--- src/hdl/assert_macros.svh ---
// ----------------------------------------------------------------------------
// Assertion macros
// Shared concurrent assertion forms, clocked and reset-qualified.
// ----------------------------------------------------------------------------
`ifndef ASSERT_MACROS_SVH
`define ASSERT_MACROS_SVH

// Whenever the antecedent holds, the consequent must hold at the same edge.
`define ASSERT_IMPLY(label, clk, rst_n, ante, cons) \
    label: assert property (@(posedge clk) disable iff (!rst_n) (ante) |-> (cons)) \
        else $error("implication check failed");

// The expression must never be true.
`define ASSERT_NEVER(label, clk, rst_n, expr) \
    label: assert property (@(posedge clk) disable iff (!rst_n) !(expr)) \
        else $error("forbidden condition seen");

`endif

--- src/hdl/cdq_mem.sv ---
// ----------------------------------------------------------------------------
// cdq_mem
// Simple dual-port synchronous store with a registered read port.
// ----------------------------------------------------------------------------
`timescale 1ns / 1ps

module cdq_mem #(
    parameter int DEPTH = 128,
    parameter int WIDTH = 32
) (
    input  logic                     clk,
    input  logic                     wr_en,
    input  logic [$clog2(DEPTH)-1:0] wr_addr,
    input  logic [WIDTH-1:0]         wr_data,
    input  logic                     rd_en,
    input  logic [$clog2(DEPTH)-1:0] rd_addr,
    output logic [WIDTH-1:0]         rd_data
);

    logic [WIDTH-1:0] mem [DEPTH];
    logic [WIDTH-1:0] rd_data_reg;

    always_ff @(posedge clk)
    begin
        if (wr_en)
        begin
            mem[wr_addr] <= wr_data;
        end
    end

    // The read register only changes on a read, so it holds while the
    // consumer waits.
    always_ff @(posedge clk)
    begin
        if (rd_en)
        begin
            rd_data_reg <= mem[rd_addr];
        end
    end

    assign rd_data = rd_data_reg;

endmodule

--- config.mk ---
export PLATFORM = sky130hd
export DESIGN_NAME = cdq_mem
export DESIGN_NICKNAME = d
export VERILOG_FILES = /design/src/hdl/assert_macros.svh /design/src/hdl/cdq_mem.sv
export SDC_FILE = /design/constraint.sdc
export NUM_CORES = 2
export LEC_CHECK = 0
export ABC_CLOCK_PERIOD_IN_PS = 5050
export BUFFER_PORTS_ARGS = -buffer_cell sky130_fd_sc_hd__buf_2
export CORE_MARGIN = 2
export CORE_UTILIZATION = 56
export DETAILED_ROUTE_END_ITERATION = 6
export PLACE_DENSITY = 0.74
export RECOVER_POWER = 25
export SLEW_MARGIN = 15
export SYNTH_ARGS = -nofsm -noshare
export SYNTH_HDL_FRONTEND = slang
export SYNTH_SLANG_ARGS = --single-unit
--- constraint.sdc ---
create_clock -name clk -period 5.05 [get_ports clk]
set_input_delay 1.01 -clock clk [delete_from_list [all_inputs] [get_ports clk]]
set_output_delay 1.01 -clock clk [all_outputs]
set_load 0.005 [all_outputs]
---- Word-level counts from Yosys, hierarchy flattened ----
Memories as Yosys holds them, arrays and structs flattened. A register that Yosys moved wholly into a read port is not among the register bits.
Cells that the tools add are included.
storage, ports and cells
  flip-flop bits (word level) ............. 0
  bits in writable memories ............... 4096
  memories ................................ 1
  input port bits ......................... 49
operators by class
  muxes and demuxes ....................... 2
memories
  name  depth  width  rd ports  clocked after memory_dff  wr ports  line           text
  mem   128    32     1         1                         1         cdq_mem.sv:20  logic [WIDTH-1:0] mem [DEPTH];
operators by type and width
  cell               count
  1-bit two-way mux  2

---- Depth between registers and ports, before layout ----
  depth in word-level cells ............... 2
  depth in mapped cells ................... 8
  depth with buffers taken out ............ 4

---- Worst setup path before layout ----
OpenSTA, ideal clock, no wires.
  path kind ............................... in2reg
  from .................................... in wr_en
  to ...................................... mem mem[98][0], enable pin
  arrival ................................. 3.788 ns
  cell stages on the path ................. 3
  data required time ...................... 4.589 ns
  path slack .............................. 0.801 ns
  path buffers ............................ 1
  path through ............................ clkbuf_1 > nand4_1 > nor3_1
on the way
  cells in the longest elaborated chain, start to end .. 2
ends and longest elaborated chain
  element                                  line           text
  from (decl)                              cdq_mem.sv:12  input logic wr_en,
  1-bit two-way mux                        cdq_mem.sv:25  if (wr_en)
  1-bit two-way mux (implied by the code)  cdq_mem.sv:27  mem[wr_addr] <= wr_data;
  to (decl)                                cdq_mem.sv:20
No other way between the ends.

---- Worst setup path after layout ----
  from .................................... in wr_data[8]
  to ...................................... mem mem[95][8] (data pin)
RTL lines
  element      line           text
  from (decl)  cdq_mem.sv:14  input logic [WIDTH-1:0] wr_data,
No word-level cell before the write port.

==> impl_summary.txt <==
----------------------------------------------------
[Clocking]
  TritonCTS buffer count ... 402
  Worst-Skew Late Latency ... 0.94 ns
  Sinks on the clock net ... 4128
  Hold-fix buffers at CTS ... 0
  Number of buffers inserted by post-CTS setup repair ... 0
  Clk slew on worst S/H paths ... 0.06 ns
  H-Tree Level Count ... 5
  CTS-repair resized insts ... 0
  CTS tree ... yes
  Cell at the root of the clock tree ... clkbuf_16
  Clock buffer depth ... 4

[Setup path]
  Dominant delay contributor by cell family on the critical path ... buffers and inverters
  Sequence of cells on the critical path ... clkbuf_1 -> buf_4
  Worst-path fanout max ... 78
  Endpoint kind of the worst setup timing path ... flop
  Delay contributed by the slowest stage of the critical path ... 2.77 ns
  Arrival time at the worst endpoint ... 4.75 ns
  Endpoint of the worst-slack reg-to-reg timing path ... rd_data[20]
  Startpoint type of the worst setup path ... input port
  Number of cell instances on the worst register-to-register path ... 4
  Master of the slowest instance on the critical path ... clkbuf_1
  Type of the setup path with the least slack ... in -> reg
  Reg-to-reg critical path startpoint ... mem[6][20]
  Count of buffering cells on the critical path with inverters included ... 2
  FF-to-FF setup slack ... 2.22 ns
  Critical path required time ... 5.69 ns

[Global route]
  Overall fraction of global-route tracks in use ... 0.297
  Initial antenna violation count ... 40
  Overall overflow remaining after global route ... 0
  Met1 Use GR ... 0.397
  Via count of the first global-routing pass ... 73800
  Met3 track demand over resource ... 0.0639
  Wire length of the first global-routing pass ... 582000 um
  Top Usage Layer GRT ... met2
  Met2 Usage GRT ... 0.467
  Pin count of the biggest net entering global routing ... 98

[Placement]
  Routability-driven placement congestion ratio ... 0.850
  Post-detailed-placement half-perimeter wirelength ... 230000 um
  Count of input and output buffers ... 80

[Run status]
  Violated checks ... max-capacitance violations, max-slew violations
  Status ... complete, but fails checks

[Cells and area]
  Fraction of final layout cells sized beyond drive strength 1 ... 0.360
  Final layout net count ... 6551
  Growth of design area from synthesis to finish ... 13.4%
  Number of flip-flops in the largest register ... 4096

[Floorplan]
  Die X-Extent ... 533 um
  Die outline height ... 533 um
  Total I/O pin count ... 81
  Floorplan die area ... 0.284 mm^2
  Core box area ... 0.279 mm^2
  Initial cell density of the core ... 0.562
  Number of cell rows ... 194

[Yosys]
  Number of synthesized register bits ... 4128
  Fraction of registers with async set or reset after synthesis ... 0
  Post-synth top flop ... edfxtp_1
  Synth top area cells ... edfxtp_1 79%, mux4_2 19%, clkbuf_1 0.44%
  Count of synthesis-stage warnings from yosys ... 0
  Sequential cell area fraction in the yosys report ... 0.792
  Netlist area before placement ... 0.157 mm^2
  Leading cell types by count after synthesis ... 4128 x edfxtp_1, 1344 x mux4_2, 182 x clkbuf_1
  Gate Count Post-Synth ... 5990
  Syn Nets ... 6039
  Post-synth EDFFs ... 4128
  Most used standard cell by instance count after synthesis ... edfxtp_1
  Fraction of synthesized cell area taken by the top area cell type ... 0.792
  Avg Inst Size Synth ... 26.1 um^2
  Top cell type by total area after synthesis ... edfxtp_1
  Unique cell type count in the Yosys netlist ... 16

[Route]
  Number of nets with antenna violations after detailed routing ... 0
  Routed wire length ... 419000 um
  Vias post-DR ... 73100
  Residual DRC ... 0
  Number of search-and-repair iterations in the first detailed-routing pass ... 5
  Average detailed-routed wire length per instance ... 39.6 um
  Post-DR vias/cell ... 6.92
  Iteration-0 DRC Markers ... 12000

[Hold path]
  HP Class ... in -> reg
  Hold Path End ... mem[78][25]
  Cell depth of the worst min-delay path ... 1
  Hold Startpoint ... wr_data[25]

[STA]
  Slew @ Worst Pin ... 4.11 ns
  Worst slack on hold paths ... 0.740 ns
  Final hold violations ... 0
  Post-route minimum period ... 4.11 ns
  Relative max-transition margin ... -1.74
  Max frequency ... 243 MHz
  Number of max-slew violations in the final report ... 1345
  Sum of negative setup slack ... 0 ns
  Worst setup skew after layout ... 0.0492 ns
  Period utilisation layout ... 0.814
  RSZ-0062 raised after global routing ... no
  Final setup vio count ... 0

[Job]
  Number of maximum-capacitance constraint violations ... 24

[Power]
  Power consumption ... 70.6 mW
  Max IR drop VDD ... 0.370 mV
  Leakage power figure ... 54.4 nW
  Power Dens Cells ... 398 mW/mm^2

----------------------------------------------------
## cell families (layout without fill, tap and decap cells)
| logic type | after synthesis | count (layout) | synth area share |
|---|---|---|---|
| DFF | 4128 | 4128 | 0.792 |
| muxes | 1376 | 1376 | 0.196 |
| buffers and inverters | 316 | 1139 | 0.00837 |
| and+or+nand+nor | 170 | 170 | 0.00445 |
| other | 0 | 28 | 0 |
## worst max path at each step
stage                     start      endpoint  slack, ns  depth (start not counted)
global placement     rd_addr[0]   rd_data[20]       0.57                          8
floorplan                 wr_en    mem[98][0]       0.80                          3
global route        wr_data[22]  mem[123][22]       0.72                          2
finish               wr_data[8]    mem[95][8]       0.94                          2
detailed placement   rd_addr[0]   rd_data[20]       0.54                          8
CTS                  rd_addr[0]   rd_data[19]       1.48                          8
## metrics by stage
step           setup WS [ns]  std cells   util  cell area, um^2
3_3_place_gp           0.569       9818  0.592           165000
6_report               0.939      10600  0.637           178000
3_5_place_dp           0.545       9818  0.592           165000
5_1_grt                0.722      10600  0.637           177000
4_1_cts                 1.48      10500  0.637           177000
2_1_floorplan          0.801       5990      -           157000
## layer usage
layer | share of wire | routed length [um]
met1 | 0.33 | 140000
met2 | 0.48 | 203000
met5 | 0.00028 | 119
met3 | 0.12 | 49900
met4 | 0.061 | 25700
## cell type report
type                            instances  area [um^2]
Clock inverter                        228         2070
Fill cell                           17300       101000
Sequential cell                      4128       124000
Antenna cell                           28         70.1
Clock buffer                          487        10400
Timing Repair Buffer                  424         4020
Tap cell                             3724         4660
Multi-Input combinational cell       1546        32300
## cell usage in the layout (no fill, tap or decap), types with 5 or more instances in the layout
cell type / instances
clkinv_8: 5
buf_12: 76
clkinv_1: 88
buf_2: 42
bufinv_16: 31
diode_2: 28
inv_6: 7
mux2_2: 32
clkbuf_16: 405
mux4_2: 1344
nand2_1: 11
edfxtp_1: 4128
nor3_2: 9
clkinvlp_4: 8
clkinv_2: 77
nand3_1: 8
nor2_4: 119
buf_4: 273
nor2b_1: 7
clkbuf_1: 106
## power by group
part	switching (mW)	internal [mW]	total, mW
logic	2.28	1.43	3.71
clock network	12.6	16.3	28.9
registers	0.115	37.9	38.0
(Power assumes the default switching activity.)
