--- src/hdl/assert_macros.svh ---
// ----------------------------------------------------------------------------
// Assertion macros
// Shared concurrent assertion forms, clocked and reset-qualified.
// ----------------------------------------------------------------------------
`ifndef ASSERT_MACROS_SVH
`define ASSERT_MACROS_SVH

// Whenever the antecedent holds, the consequent must hold at the same edge.
`define ASSERT_IMPLY(label, clk, rst_n, ante, cons) \
    label: assert property (@(posedge clk) disable iff (!rst_n) (ante) |-> (cons)) \
        else $error("implication check failed");

// The expression must never be true.
`define ASSERT_NEVER(label, clk, rst_n, expr) \
    label: assert property (@(posedge clk) disable iff (!rst_n) !(expr)) \
        else $error("forbidden condition seen");

`endif

--- src/hdl/cdq_pkg.sv ---
// ----------------------------------------------------------------------------
// cdq_pkg
// Types and codes shared by the circular deque modules.
// ----------------------------------------------------------------------------
`timescale 1ns / 1ps

package cdq_pkg;

    localparam int DATA_W = 32;
    localparam int CAP_W  = 8;

    // Operation codes.
    localparam logic [2:0] OP_PUSH_FRONT = 3'd0;
    localparam logic [2:0] OP_PUSH_REAR  = 3'd1;
    localparam logic [2:0] OP_POP_FRONT  = 3'd2;
    localparam logic [2:0] OP_POP_REAR   = 3'd3;
    localparam logic [2:0] OP_PEEK_FRONT = 3'd4;
    localparam logic [2:0] OP_PEEK_REAR  = 3'd5;

    // Status codes.
    localparam logic [1:0] ST_OK        = 2'd0;
    localparam logic [1:0] ST_OVERFLOW  = 2'd1;
    localparam logic [1:0] ST_UNDERFLOW = 2'd2;

    typedef struct packed {
        logic [2:0]               operation;
        logic signed [DATA_W-1:0] value;
    } in_item_t;

    typedef struct packed {
        logic [1:0]               status;
        logic signed [DATA_W-1:0] data;
        logic                     full_res;
        logic                     empty_res;
    } out_item_t;

    // Outcome of one operation, as decided at the transfer cycle.
    typedef struct packed {
        logic [1:0] status;
        logic       use_rd;
        logic       full;
        logic       empty;
    } step_info_t;

endpackage

--- src/hdl/cdq_ptr.sv ---
// ----------------------------------------------------------------------------
// cdq_ptr
// Head, tail, count and capacity state with the per-operation update logic.
// ----------------------------------------------------------------------------
`timescale 1ns / 1ps

module cdq_ptr #(
    parameter int DEPTH = 128
) (
    input  logic                     clk,
    input  logic                     rst_n,
    input  logic                     cfg_wr_en,
    input  logic [cdq_pkg::CAP_W-1:0] cfg_wr_data,
    input  logic                     step_en,
    input  logic [2:0]               operation,
    output logic                     wr_en,
    output logic [$clog2(DEPTH)-1:0] wr_addr,
    output logic                     rd_en,
    output logic [$clog2(DEPTH)-1:0] rd_addr,
    output cdq_pkg::step_info_t      info
);

    localparam int PTR_W     = $clog2(DEPTH);
    localparam int CNT_W     = $clog2(DEPTH + 1);
    localparam int EW        = (CNT_W > cdq_pkg::CAP_W) ? CNT_W : cdq_pkg::CAP_W;
    localparam int RESET_CAP = (128 > DEPTH) ? DEPTH : 128;

    logic [PTR_W-1:0] head_reg, head_next;
    logic [PTR_W-1:0] tail_reg, tail_next;
    logic [CNT_W-1:0] count_reg, count_next;
    logic [CNT_W-1:0] cap_reg, cap_next;
    logic [PTR_W-1:0] last_reg, last_next;

    logic [EW-1:0] cap_ext;
    logic [EW-1:0] eff_cap;
    logic          is_push;
    logic          is_pop;
    logic          is_peek;
    logic          front;
    logic          is_empty;
    logic          is_full;

    // The written capacity is clamped here to the range one to DEPTH.
    always_comb
    begin
        cap_ext = (cfg_wr_data == '0) ? EW'(1) : EW'(cfg_wr_data);
        eff_cap = (cap_ext > EW'(DEPTH)) ? EW'(DEPTH) : cap_ext;
        cap_next  = CNT_W'(eff_cap);
        last_next = PTR_W'(eff_cap - EW'(1));
    end

    assign is_push  = operation inside {cdq_pkg::OP_PUSH_FRONT, cdq_pkg::OP_PUSH_REAR};
    assign is_pop   = operation inside {cdq_pkg::OP_POP_FRONT, cdq_pkg::OP_POP_REAR};
    assign is_peek  = operation inside {cdq_pkg::OP_PEEK_FRONT, cdq_pkg::OP_PEEK_REAR};
    assign front    = operation inside {cdq_pkg::OP_PUSH_FRONT, cdq_pkg::OP_POP_FRONT,
                                        cdq_pkg::OP_PEEK_FRONT};
    assign is_empty = (count_reg == '0);
    assign is_full  = (count_reg >= cap_reg);

    always_comb
    begin
        head_next   = head_reg;
        tail_next   = tail_reg;
        count_next  = count_reg;
        wr_en       = 1'b0;
        wr_addr     = '0;
        rd_en       = 1'b0;
        rd_addr     = front ? head_reg : tail_reg;
        info.status = cdq_pkg::ST_OK;
        info.use_rd = 1'b0;

        if (is_push)
        begin
            if (is_full)
            begin
                info.status = cdq_pkg::ST_OVERFLOW;
            end
            else
            begin
                wr_en      = step_en;
                count_next = count_reg + CNT_W'(1);
                if (is_empty)
                begin
                    head_next = '0;
                    tail_next = '0;
                    wr_addr   = '0;
                end
                else if (front)
                begin
                    head_next = (head_reg == '0) ? last_reg : head_reg - PTR_W'(1);
                    wr_addr   = head_next;
                end
                else
                begin
                    tail_next = (tail_reg >= last_reg) ? '0 : tail_reg + PTR_W'(1);
                    wr_addr   = tail_next;
                end
            end
        end
        else if (is_pop || is_peek)
        begin
            if (is_empty)
            begin
                info.status = cdq_pkg::ST_UNDERFLOW;
            end
            else
            begin
                rd_en       = step_en;
                info.use_rd = 1'b1;
                if (is_pop)
                begin
                    count_next = count_reg - CNT_W'(1);
                    if (count_reg == CNT_W'(1))
                    begin
                        head_next = '0;
                        tail_next = '0;
                    end
                    else if (front)
                    begin
                        head_next = (head_reg >= last_reg) ? '0 : head_reg + PTR_W'(1);
                    end
                    else
                    begin
                        tail_next = (tail_reg == '0) ? last_reg : tail_reg - PTR_W'(1);
                    end
                end
            end
        end

        info.full  = (count_next >= cap_reg);
        info.empty = (count_next == '0);
    end

    always_ff @(posedge clk or negedge rst_n)
    begin
        if (!rst_n)
        begin
            head_reg  <= '0;
            tail_reg  <= '0;
            count_reg <= '0;
            cap_reg   <= CNT_W'(RESET_CAP);
            last_reg  <= PTR_W'(RESET_CAP - 1);
        end
        else if (cfg_wr_en)
        begin
            head_reg  <= '0;
            tail_reg  <= '0;
            count_reg <= '0;
            cap_reg   <= cap_next;
            last_reg  <= last_next;
        end
        else if (step_en)
        begin
            head_reg  <= head_next;
            tail_reg  <= tail_next;
            count_reg <= count_next;
        end
    end

endmodule

--- config.mk ---
export PLATFORM = sky130hd
export DESIGN_NAME = cdq_ptr
export DESIGN_NICKNAME = d
export VERILOG_FILES = /design/src/hdl/assert_macros.svh /design/src/hdl/cdq_pkg.sv /design/src/hdl/cdq_ptr.sv
export SDC_FILE = /design/constraint.sdc
export NUM_CORES = 1
export LEC_CHECK = 0
export ABC_CLOCK_PERIOD_IN_PS = 2800
export BUFFER_PORTS_ARGS = -buffer_cell sky130_fd_sc_hd__buf_4
export CAP_MARGIN = 10
export CORE_UTILIZATION = 42
export CTS_BUF_LIST = sky130_fd_sc_hd__clkbuf_4 sky130_fd_sc_hd__clkbuf_8 sky130_fd_sc_hd__clkbuf_16
export DETAILED_ROUTE_END_ITERATION = 12
export HOLD_SLACK_MARGIN = 0.1
export PLACE_DENSITY = 0.66
export SKIP_LAST_GASP = 1
export SLEW_MARGIN = 40
export SYNTH_ARGS = -nofsm -noshare
export SYNTH_HDL_FRONTEND = slang
export SYNTH_SLANG_ARGS = --single-unit
--- constraint.sdc ---
create_clock -name clk -period 2.8 [get_ports clk]
set_input_delay 0 -clock clk [delete_from_list [all_inputs] [get_ports clk]]
set_output_delay 0 -clock clk [all_outputs]
set_load 0.01 [all_outputs]
* Yosys cells after proc, flatten, opt, wreduce, memory -nomap -nowiden *
Cells that the tools add are included.
W data, S select, Z words.

operators by class
  add/subtract/negate cells = 7
  equal/unequal tests = 11
  muxes and demuxes = 51
  reduce and logical (&&, ||, !) cells = 17
  $lt $le $gt $ge = 5

operators with widths
  operator               number
  $mux W7                31
  $mux W8                9
  $logic_not A8 Y1       3
  $sub A7 B1 Y7 const B  3
  $ge A8 B8 Y1           2
  $add A7 B1 Y7 const B  2
  $ge A7 B7 Y1           2
  $logic_not A7 Y1       2
  $reduce_and A7 Y1      2
  $reduce_bool A3 Y1     3
  $add A8 B1 Y8 const B  1
  $eq A8 B1 Y1 const B   1
  $gt A8 B8 Y1 const B   1
  $mux W1                8
  $ne A4 B3 Y1 const B   2
  $reduce_bool A2 Y1     4
  $sub A8 B1 Y8 const B  1
  $eq A3 B2 Y1 const B   2
  $eq A3 B3 Y1 const B   2
  $ne A3 B3 Y1 const B   2
  $mux W2                2
  $ne A4 B2 Y1 const B   1
  $reduce_bool A4 Y1     1
  $eq A3 B1 Y1 const B   1
  other kinds (3)        3

word-level totals
  register bits = 37
  input port bits = 15
  word-level logic and storage cells = 96
  output and inout bits = 21

* Longest topological paths before layout *
Gate-level depths: netlist (run 1).

  depth after elaboration = 10
  gate-level depth with buffers = 16
  depth with buffers taken out = 16

* Worst setup path after synthesis (run 1) *
No wires, ideal clock.

  path type = reg2out
  start point = register count_reg[0]
  end point = output info[1] (netlist name)
  arrival time = 2.866 ns
  path buffers = 0
  slack = -0.066 ns
  stages on the path, launching flop included = 17
  data required time = 2.800 ns
  path through = dfrtp_1 inv_1 ha_1 nor2b_1 o21ai_0 a21oi_1 nor2_1 xnor2_1 inv_1 ha_1 nand2b_1 a21o_1 a21o_1 a21oi_1 nor2b_1 o21ai_0 a21oi_1

RTL lines
  element                 RTL line        source
  start, declared         cdq_ptr.sv:30   logic [CNT_W-1:0] count_reg, count_next;
  start signal, assigned  cdq_ptr.sv:156  count_reg <= count_next;
  end, declared           cdq_ptr.sv:20   output cdq_pkg::step_info_t info

==> impl_metrics.yaml, run 1 <==
outcome:
  status: "complete, but fails checks"
  failed_checks: "setup timing"
global_routing:
  gr-total-overflow: 0
  antenna_found_initial: 0
  grt_util_all_layers_pct: 25.1
  met1_usage_pct: 36.4
  met2_usage_pct: 39.4
  grt_start_max_net_pins: 38
  grtUsageMet3_pct: 2.58
  grt_pass1_vias: 3457
  grt.busiest_layer: "met2"
  grt_pass1_wl_mm: 17.4
min_path:
  hold_path_end: "last_reg[0]"
  hp-class: "in -> reg"
  worstHoldStart: "cfg_wr_data[0]"
  min_path_cells: 4
route:
  drtIter0Drc: 148
  dr.pass1.iters: 5
  vias_per_cell: 5.75
  final_antenna_net_count: 0
  dr_total_vias: 3684
  routed_wl_mm: 10.8
  drc: 0
  wire_per_inst_um: 16.8
synthesis:
  synth-edff-count: 0
  ys_warn_count: 0
  synth_flop_cell: "dfrtp_1"
  synth_area_um2: 3630
  syn_inst: 457
  synth_seq_area_share_pct: 25.8
  synth_seq_cells: 37
  synth_nets: 511
  synth-async-reset-ratio_pct: 100
  synth_cell_types: 55
  avgSynthCellArea_um2: 7.95
clock_network:
  clock_latency_ns: 0.29
  cts_made_buffers: 5
  cts_sinks: 37
  htree_levels: 2
  cts_tree: "done"
  ctsLongestPathBuffers: 2
  cts-root-buf: "clkbuf_8"
  path_clk_slew_ns: 0.09
sta:
  finalHoldViolations: 0
  fin_crit_ns: 3.16
  maxSlewHeadroom_pct: 65.9
  hold-worst-slack_ns: 0.103
  rsz0062_at_grt: "true"
  fin_ws_ns: -0.363
  worst_pin_slew_ns: 0.507
  fin_crit_sh_pct: 113
  max_freq_mhz: 316
  setup-violations-final: 2
  clock-skew-final_ns: 0.0112
  maxSlewViolCount: 0
power:
  pwr_density_cell_nw_per_um2: 673
  ir_worst_vdd_mv: 0.262
  total_power_mw: 3.12
  leakage_nw: 2.17
cells_and_area:
  instances_no_fill: 641
  layout_commonest_cell: "buf_4"
  area_growth_pct: 27.8
  regArea_um2: 936
  multi_input_area_um2: 2600
  final_cell_mix: "86 x buf_4, 51 x nor2_1, 35 x nand2_1"
  antenna_cells: 0
  fillers: 763
  fin_nets: 589
  drive_gt1_share_pct: 26.9
critical_path:
  crit_chain: "inv_2 -> ha_4 -> nand4_1 -> nor2_4 -> a21oi_2 -> nor2_1 -> xnor2_1 -> inv_1 -> ha_1 -> nand2b_1 -> a21o_1 -> a21o_1 -> a21oi_2 -> nor2b_1 -> o21ai_1 -> a21oi_1 -> buf_4"
  cp_max_fo: 4
  crit_slowest_cell: "dfstp_2"
  reg2reg_depth: 10
  path_buf_inv: 3
  cp-start-kind: "flop"
  crit_path_end_kind: "output port"
  reg2reg_from: "cap_reg[7]"
  r2r_end: "tail_reg[5]"
  reg2reg_slack_ns: 0.20
  worstPathRequired_ns: 2.80
  arrival_ns: 3.16
  crit_type: "reg -> out"
  path_delay_family: "compound AO/OA/AOI/OAI gates"
  max_stage_delay_ns: 0.54
placement:
  place_inst: 621
  gp_congestion: 0.890
  portBuffers: 35
  dp_hpwl_mm: 8.28
floorplanning:
  core_um2: 8300
  die_x_um: 95.0
  die_area_um2: 9020
  row_count: 33
  die_h_um: 95.0
  initial_core_util_pct: 43.8
  io_pins: 36
run:
  cap_violations: 0
==> per-layer routing <==
layer / wire (um) / vias up
li1: - / 1795
met5: 0 / -
met2: 4840 / 105
met3: 454 / 16
met4: 146 / 0
met1: 5350 / 1768
==> worst register-to-register path, stage by stage, from the launching register on <==
cell and delay (ns):
dfstp_2 0.54, inv_2 0.05, ha_4 0.27, nand4_1 0.15, nor2_4 0.19, a21oi_2 0.08
buf_4 0.16, o21ai_0 0.20, buf_4 0.16, o21a_1 0.30, mux2_2 0.38
==> synth_stat cells (8+ instances only) <==
library cell	instances	share of area (%)
nor2_1	52	5.4
ha_1	39	13
nand2_1	35	3.6
inv_1	33	3.4
a21oi_1	32	4.4
dfrtp_1	29	20
o21ai_0	27	3.7
clkbuf_1	16	1.7
nand3_1	14	1.9
nor3_1	14	1.9
a21o_1	13	2.7
xnor2_1	12	2.9
mux2i_1	11	3.0
nand2b_1	9	1.6
a211oi_1	8	1.7
dfstp_2	8	5.8
xor2_1	8	1.9
==> worst max-delay path by stage <==
stage / startpoint / to / cells past startpoint
global route: cap_reg[7] / info[1] / 17
floorplan: count_reg[5] / info[1] / 15
finish: cap_reg[7] / info[1] / 17
CTS: cap_reg[7] / info[1] / 17
global placement: count_reg[5] / info[1] / 16
detailed placement: count_reg[5] / info[1] / 16
==> final cells by class <==
type	instances	area share (%)
clock buffer	5	1.48
clock inverter	3	0.998
inverter	33	2.67
multi-input combinational	363	56.0
sequential	37	20.2
tap	105	2.83
timing repair buffer	95	15.9
==> kinds of logic after synthesis <==
| group | count (synthesis) | synth area share (%) |
|---|---|---|
| adder cells (fa/ha/maj) | 39 | 13.4 |
| AO/OA/AOI/OAI | 129 | 23.7 |
| XOR/XNOR | 20 | 4.82 |
| buffers and inverters | 57 | 6.31 |
| multiplexers | 17 | 4.89 |
| AND/OR/NAND/NOR | 158 | 21.1 |
| flip-flops | 37 | 25.8 |
==> through the flow <==
stage	instance area, um^2	TNS, ns	setup slack, ns	util, %
finish	4640	-0.594	-0.363	55.9
CTS	4590	-0.540	-0.276	55.4
floorplan	3630	0	0.00360	-
global placement	4280	-0.151	-0.123	51.6
global route	4640	-0.864	-0.532	55.9
detailed placement	4280	-0.287	-0.235	51.6
==> power by group <==
part / internal (mW) / switching (mW) / total, mW
clock network: 0.267 / 0.215 / 0.482
registers: 0.637 / 0.156 / 0.793
logic: 0.860 / 0.989 / 1.85
==> repair_timing <==
action / CTS / global route
pin swaps: 10 / 4
hold buffers: 9 / 0
setup endpoints to repair: 2 / 4
endpoints found under the hold margin: 47 / 0
resized for setup: 24 / 4
setup buffers: 1 / 2
Power figures use the tool's default switching activity.
==> inputs of run 2 (changes only) <==
- SKIP_LAST_GASP: 1 -> not set
==> run 2 against run 1 <==
  * The flow still finishes with violations (setup timing)
  * Count of clock-buffer cells in the layout is the same
  * Power is essentially flat
  * Die area unchanged
  * Routed wire length shrank 0.95%
  * Clock skew decreased by 0.0012 ns
  * Largest power group unchanged
==> impl_metrics.yaml, run 2 (synthesis results as in run 1) <==
global_routing:
  grt_pass1_vias: 3459
  grt_util_all_layers_pct: 24.8
  antenna_found_initial: 0
  grt_start_max_net_pins: 38
  grt_pass1_wl_mm: 17.3
  gr-total-overflow: 0
floorplanning:
  die_x_um: 95.0
  die_area_um2: 9020
  io_pins: 36
  row_count: 33
  die_h_um: 95.0
  initial_core_util_pct: 43.8
  core_um2: 8300
route:
  vias_per_cell: 5.71
  wire_per_inst_um: 16.7
  drc: 0
  drtIter0Drc: 153
  dr_total_vias: 3660
  dr.pass1.iters: 5
  final_antenna_net_count: 0
  routed_wl_mm: 10.7
sta:
  max_freq_mhz: 317
  fin_ws_ns: -0.356
  rsz0062_at_grt: "true"
  fin_crit_ns: 3.16
  maxSlewViolCount: 0
  worst_pin_slew_ns: 0.496
  setup-violations-final: 2
  fin_crit_sh_pct: 113
  maxSlewHeadroom_pct: 66.6
  clock-skew-final_ns: 0.0101
  finalHoldViolations: 0
  finalSetupTns_ns: -0.572
clock_network:
  cts_tree: "done"
  cts-root-buf: "clkbuf_8"
  path_clk_slew_ns: 0.09
  htree_levels: 2
  clock_latency_ns: 0.29
  cts_made_buffers: 5
  cts_sinks: 37
  ctsLongestPathBuffers: 2
critical_path:
  crit_type: "reg -> out"
  cp.depth: 15
  path_delay_family: "compound AO/OA/AOI/OAI gates"
  crit_path_end_kind: "output port"
  reg2reg_slack_ns: 0.22
  crit_slowest_cell: "dfrtp_1"
  reg2reg_depth: 10
  max_stage_delay_ns: 0.43
  path_buf_inv: 3
  crit_chain: "ha_4 -> a211oi_2 -> o21ai_2 -> buf_4 -> a21o_1 -> buf_4 -> o211a_1 -> ha_1 -> a21o_1 -> a21o_1 -> a21oi_2 -> nor2b_1 -> o21ai_1 -> a21oi_1 -> buf_4"
  arrival_ns: 3.16
  cp_max_fo: 4
  worstPathRequired_ns: 2.80
  cp-start-kind: "flop"
placement:
  portBuffers: 35
  place_inst: 621
  gp_congestion: 0.890
  dp_hpwl_mm: 8.28
power:
  leakage_nw: 2.18
  pwr_density_cell_nw_per_um2: 673
  ir_worst_vdd_mv: 0.262
outcome:
  failed_checks: "setup timing"
  status: "complete, but fails checks"
min_path:
  min_path_cells: 4
  hp-class: "in -> reg"
cells_and_area:
  area_growth_pct: 28.0
  instances_no_fill: 641
  drive_gt1_share_pct: 27.2
  final_cell_mix: "86 x buf_4, 51 x nor2_1, 35 x nand2_1"
  layout_commonest_cell: "buf_4"
  antenna_cells: 0
  fin_nets: 589
run:
  cap_violations: 0
==> run 2: changes by cell type in the layout (fill, tap and decap cells not counted) <==
| cell | change |
|---|---|
| inv_2 | +1 |
| nand2b_1 | -1 |
| inv_1 | -1 |
| nand2b_4 | +1 |
==> run 2: stage by stage <==
stage | hold WS, ns | worst slack (ns) | cell area [um^2] | total power, mW | utilization, %
after floorplan | -0.296 | 0.00360 | 3630 | 1.93 | -
after global placement | -0.00346 | -0.123 | 4280 | 2.50 | 51.6
after detailed placement | 0.00676 | -0.235 | 4280 | 2.54 | 51.6
after CTS | 0.108 | -0.272 | 4610 | 3.09 | 55.6
after global routing | 0.117 | -0.493 | 4650 | 3.38 | 56.0
final | 0.101 | -0.356 | 4650 | 3.13 | 56.0
==> run 2: per-layer routing <==
| metal | global-route usage, % | vias up | part of all wire (%) |
|---|---|---|---|
| li1 | - | 1791 | - |
| met3 | 2.50 | 12 | 4.5 |
| met4 | 5.93 | 0 | 1.2 |
| met1 | 36.3 | 1753 | 50 |
| met5 | 0 | - | 0 |
| met2 | 39.0 | 104 | 45 |
==> run 2: final timing paths <==
| path | start | endpoint |
|---|---|---|
| max in group asynchronous | rst_n | last_reg[1] |
| setup / recovery | count_reg[2] | info[1] |
| hold / removal | cfg_wr_data[0] | last_reg[0] |
| setup reg to reg | cap_reg[7] | tail_reg[5] |
| min in group asynchronous | rst_n | cap_reg[4] |
| hold reg to reg | last_reg[2] | last_reg[2] |
==> run 2: layout make-up <==
type | instances | area [um^2]
Timing Repair Buffer | 95 | 736
Sequential cell | 37 | 936
Inverter | 33 | 124
Fill cell | 768 | 3650
Multi-Input combinational cell | 363 | 2610
Tap cell | 105 | 131
Clock inverter | 3 | 46.3
Clock buffer | 5 | 68.8
==> run 2: power breakdown <==
group / internal [mW] / switching [mW] / leakage [nW]
Sequential: 0.637 / 0.157 / 0.469
Clock: 0.267 / 0.213 / 0.0543
Combinational: 0.865 / 0.987 / 1.66
Total: 1.77 / 1.36 / 2.18
==> run 2: repair_timing <==
action | 4_1_cts | 5_1_grt
hold buffers | 9 | 0
pin swaps | 10 | 7
setup buffers | 1 | 2
gates resized for setup | 26 | 4
cloned | 0 | 0
endpoints found under the hold margin | 47 | 0
endpoints found under the setup margin | 2 | 4
==> run 2: worst min-delay path, stage by stage <==
cell	delay, ns
buf_4	0.08
a21oi_1	0.04
nor2_1	0.17
a21oi_1	0.10
==> inputs of run 3 (changes only) <==
- CTS_CLUSTER_SIZE: not set -> 28
- SETUP_SLACK_MARGIN: not set -> 0.2
==> run 3 against run 2 <==
  * Clock skew decreased by 0.0050 ns
  * Highest routed layer unchanged
  * Global-route usage increased by 0.61 points
  * Maximum frequency is 1.2% higher
  * Sequential cell count stayed put
  * The flow still finishes with violations (setup timing)
  * Design area increased by 1.7%
  * Worst hold slack improved by 0.0042 ns
==> impl_metrics.yaml, run 3 (synthesis results as in run 1) <==
outcome:
  status: "complete, but fails checks"
  failed_checks: "setup timing"
sta:
  fin_crit_sh_pct: 111
  fin_ws_ns: -0.318
  fin_crit_ns: 3.12
  worst_pin_slew_ns: 0.637
  maxSlewViolCount: 0
  clock-skew-final_ns: 0.00505
  setup-violations-final: 2
  finalHoldViolations: 0
  rsz0062_at_grt: "true"
  max_freq_mhz: 321
  maxSlewHeadroom_pct: 57.5
floorplanning:
  io_pins: 36
  core_um2: 8300
  die_h_um: 95.0
  die_x_um: 95.0
  initial_core_util_pct: 43.8
  row_count: 33
  die_area_um2: 9020
power:
  pwr_density_cell_nw_per_um2: 671
  ir_worst_vdd_mv: 0.311
  leakage_nw: 2.20
clock_network:
  cts-root-buf: "clkbuf_8"
  htree_levels: 2
  cts_made_buffers: 5
  cts_sinks: 37
  cts_tree: "done"
  path_clk_slew_ns: 0.08
  ctsLongestPathBuffers: 2
  clock_latency_ns: 0.30
placement:
  portBuffers: 35
  gp_congestion: 0.918
  place_inst: 620
  dp_hpwl_mm: 8.24
critical_path:
  cp_max_fo: 4
  critical_path.most_common_cell: "a21oi_2"
  crit_slowest_cell: "dfstp_2"
  reg2reg_from: "count_reg[2]"
  reg2reg_slack_ns: 0.29
  crit_chain: "inv_2 -> ha_4 -> nand4_1 -> nor2_4 -> a21oi_2 -> buf_4 -> buf_6 -> a221oi_2 -> a31oi_1 -> ha_1 -> a21o_1 -> a21oi_2 -> nor2b_1 -> o21ai_1 -> a21oi_2 -> buf_4"
  crit_path_end_kind: "output port"
  endpoint: "info[1]"
  cp-start-kind: "flop"
  r2r_end: "head_reg[3]"
  arrival_ns: 3.12
  crit_start: "cap_reg[7]"
  worstPathRequired_ns: 2.80
  max_stage_delay_ns: 0.53
  reg2reg_depth: 12
  crit_type: "reg -> out"
global_routing:
  grt_start_max_net_pins: 38
  grt_pass1_vias: 3623
  gr-total-overflow: 0
  grt_pass1_wl_mm: 17.6
  grt_util_all_layers_pct: 25.4
  antenna_found_initial: 0
route:
  wire_per_inst_um: 16.9
  final_antenna_net_count: 0
  vias_per_cell: 5.67
  dr.pass1.iters: 5
  routed_wl_mm: 10.9
  dr_total_vias: 3654
  drc: 0
  drtIter0Drc: 205
min_path:
  hp-class: "in -> reg"
cells_and_area:
  post-route-util_pct: 57.0
  final_cell_mix: "89 x buf_4, 49 x nor2_1, 35 x nand2_1"
  antenna_cells: 0
  drive_gt1_share_pct: 30.9
  area_growth_pct: 30.2
  fillers: 766
  layout_commonest_cell: "buf_4"
  fin_nets: 593
  instances_no_fill: 645
run:
  cap_violations: 0
run 3: changes by cell type in the layout (fill, tap and decap cells not counted), sizes merged:
cell	change
bufinv	-1
clkbuf	+1
clkinvlp	-1
clkinv	+1
buf	+4
run 3: critical path, delay by kind of cell, from the launching register on:
kind            cells  cell delay (ns)
fa+ha+maj           2             0.56
compound gates      7             0.94
flops               1             0.53
simple gates        3             0.35
buf+inv             4             0.44
run 3: worst min path at each step:
stage,from,to,cells past startpoint
after CTS,cfg_wr_data[0],last_reg[0],4
final,cfg_wr_data[0],last_reg[0],4
after detailed placement,rst_n,cap_reg[6],1
after floorplan,rst_n,cap_reg[0],0
after global routing,cfg_wr_en,count_reg[0],2
after global placement,rst_n,cap_reg[5],1
run 3: timing repair:
item,in CTS,in global routing
hold endpoints to repair,48,0
hold buffers,9,0
gates cloned,0,0
endpoints found under the setup margin,8,18
pin swaps,13,13
setup buffers,4,4
resized for setup,9,24
run 3: cell type report:
type                            count  area (um^2)  share of cell area [%]
Clock buffer                        6         76.3                    1.61
Tap cell                          105          131                    2.78
Sequential cell                    37          940                    19.9
Multi-Input combinational cell    363         2680                    56.6
Inverter                           33          124                    2.62
Clock inverter                      2         10.0                   0.212
Timing Repair Buffer               99          769                    16.3
run 3: power breakdown:
part / internal, mW / switching [mW]
Combinational: 0.943 / 1.06
Sequential: 0.638 / 0.147
Clock: 0.183 / 0.208
Total: 1.76 / 1.41
run 3: per-stage QoR:
stage	setup TNS, ns	worst slack (ns)	hold WS (ns)	power, mW	instance area, um^2
final	-0.537	-0.318	0.105	3.17	4730
after detailed placement	-0.0586	-0.0586	-0.000253	2.58	4340
after floorplan	0	0.206	-0.296	1.96	3690
after global routing	-0.842	-0.482	0.142	3.42	4730
after global placement	-0.0517	-0.0517	-0.000230	2.54	4330
after CTS	-0.549	-0.312	0.109	3.03	4590
run 3: layer usage:
layer / share of wire [%] / global-route usage [%]
met1: 48 / 35.3
met2: 46 / 41.6
met3: 4.6 / 3.54
met4: 1.1 / 6.06
met5: 0 / 0
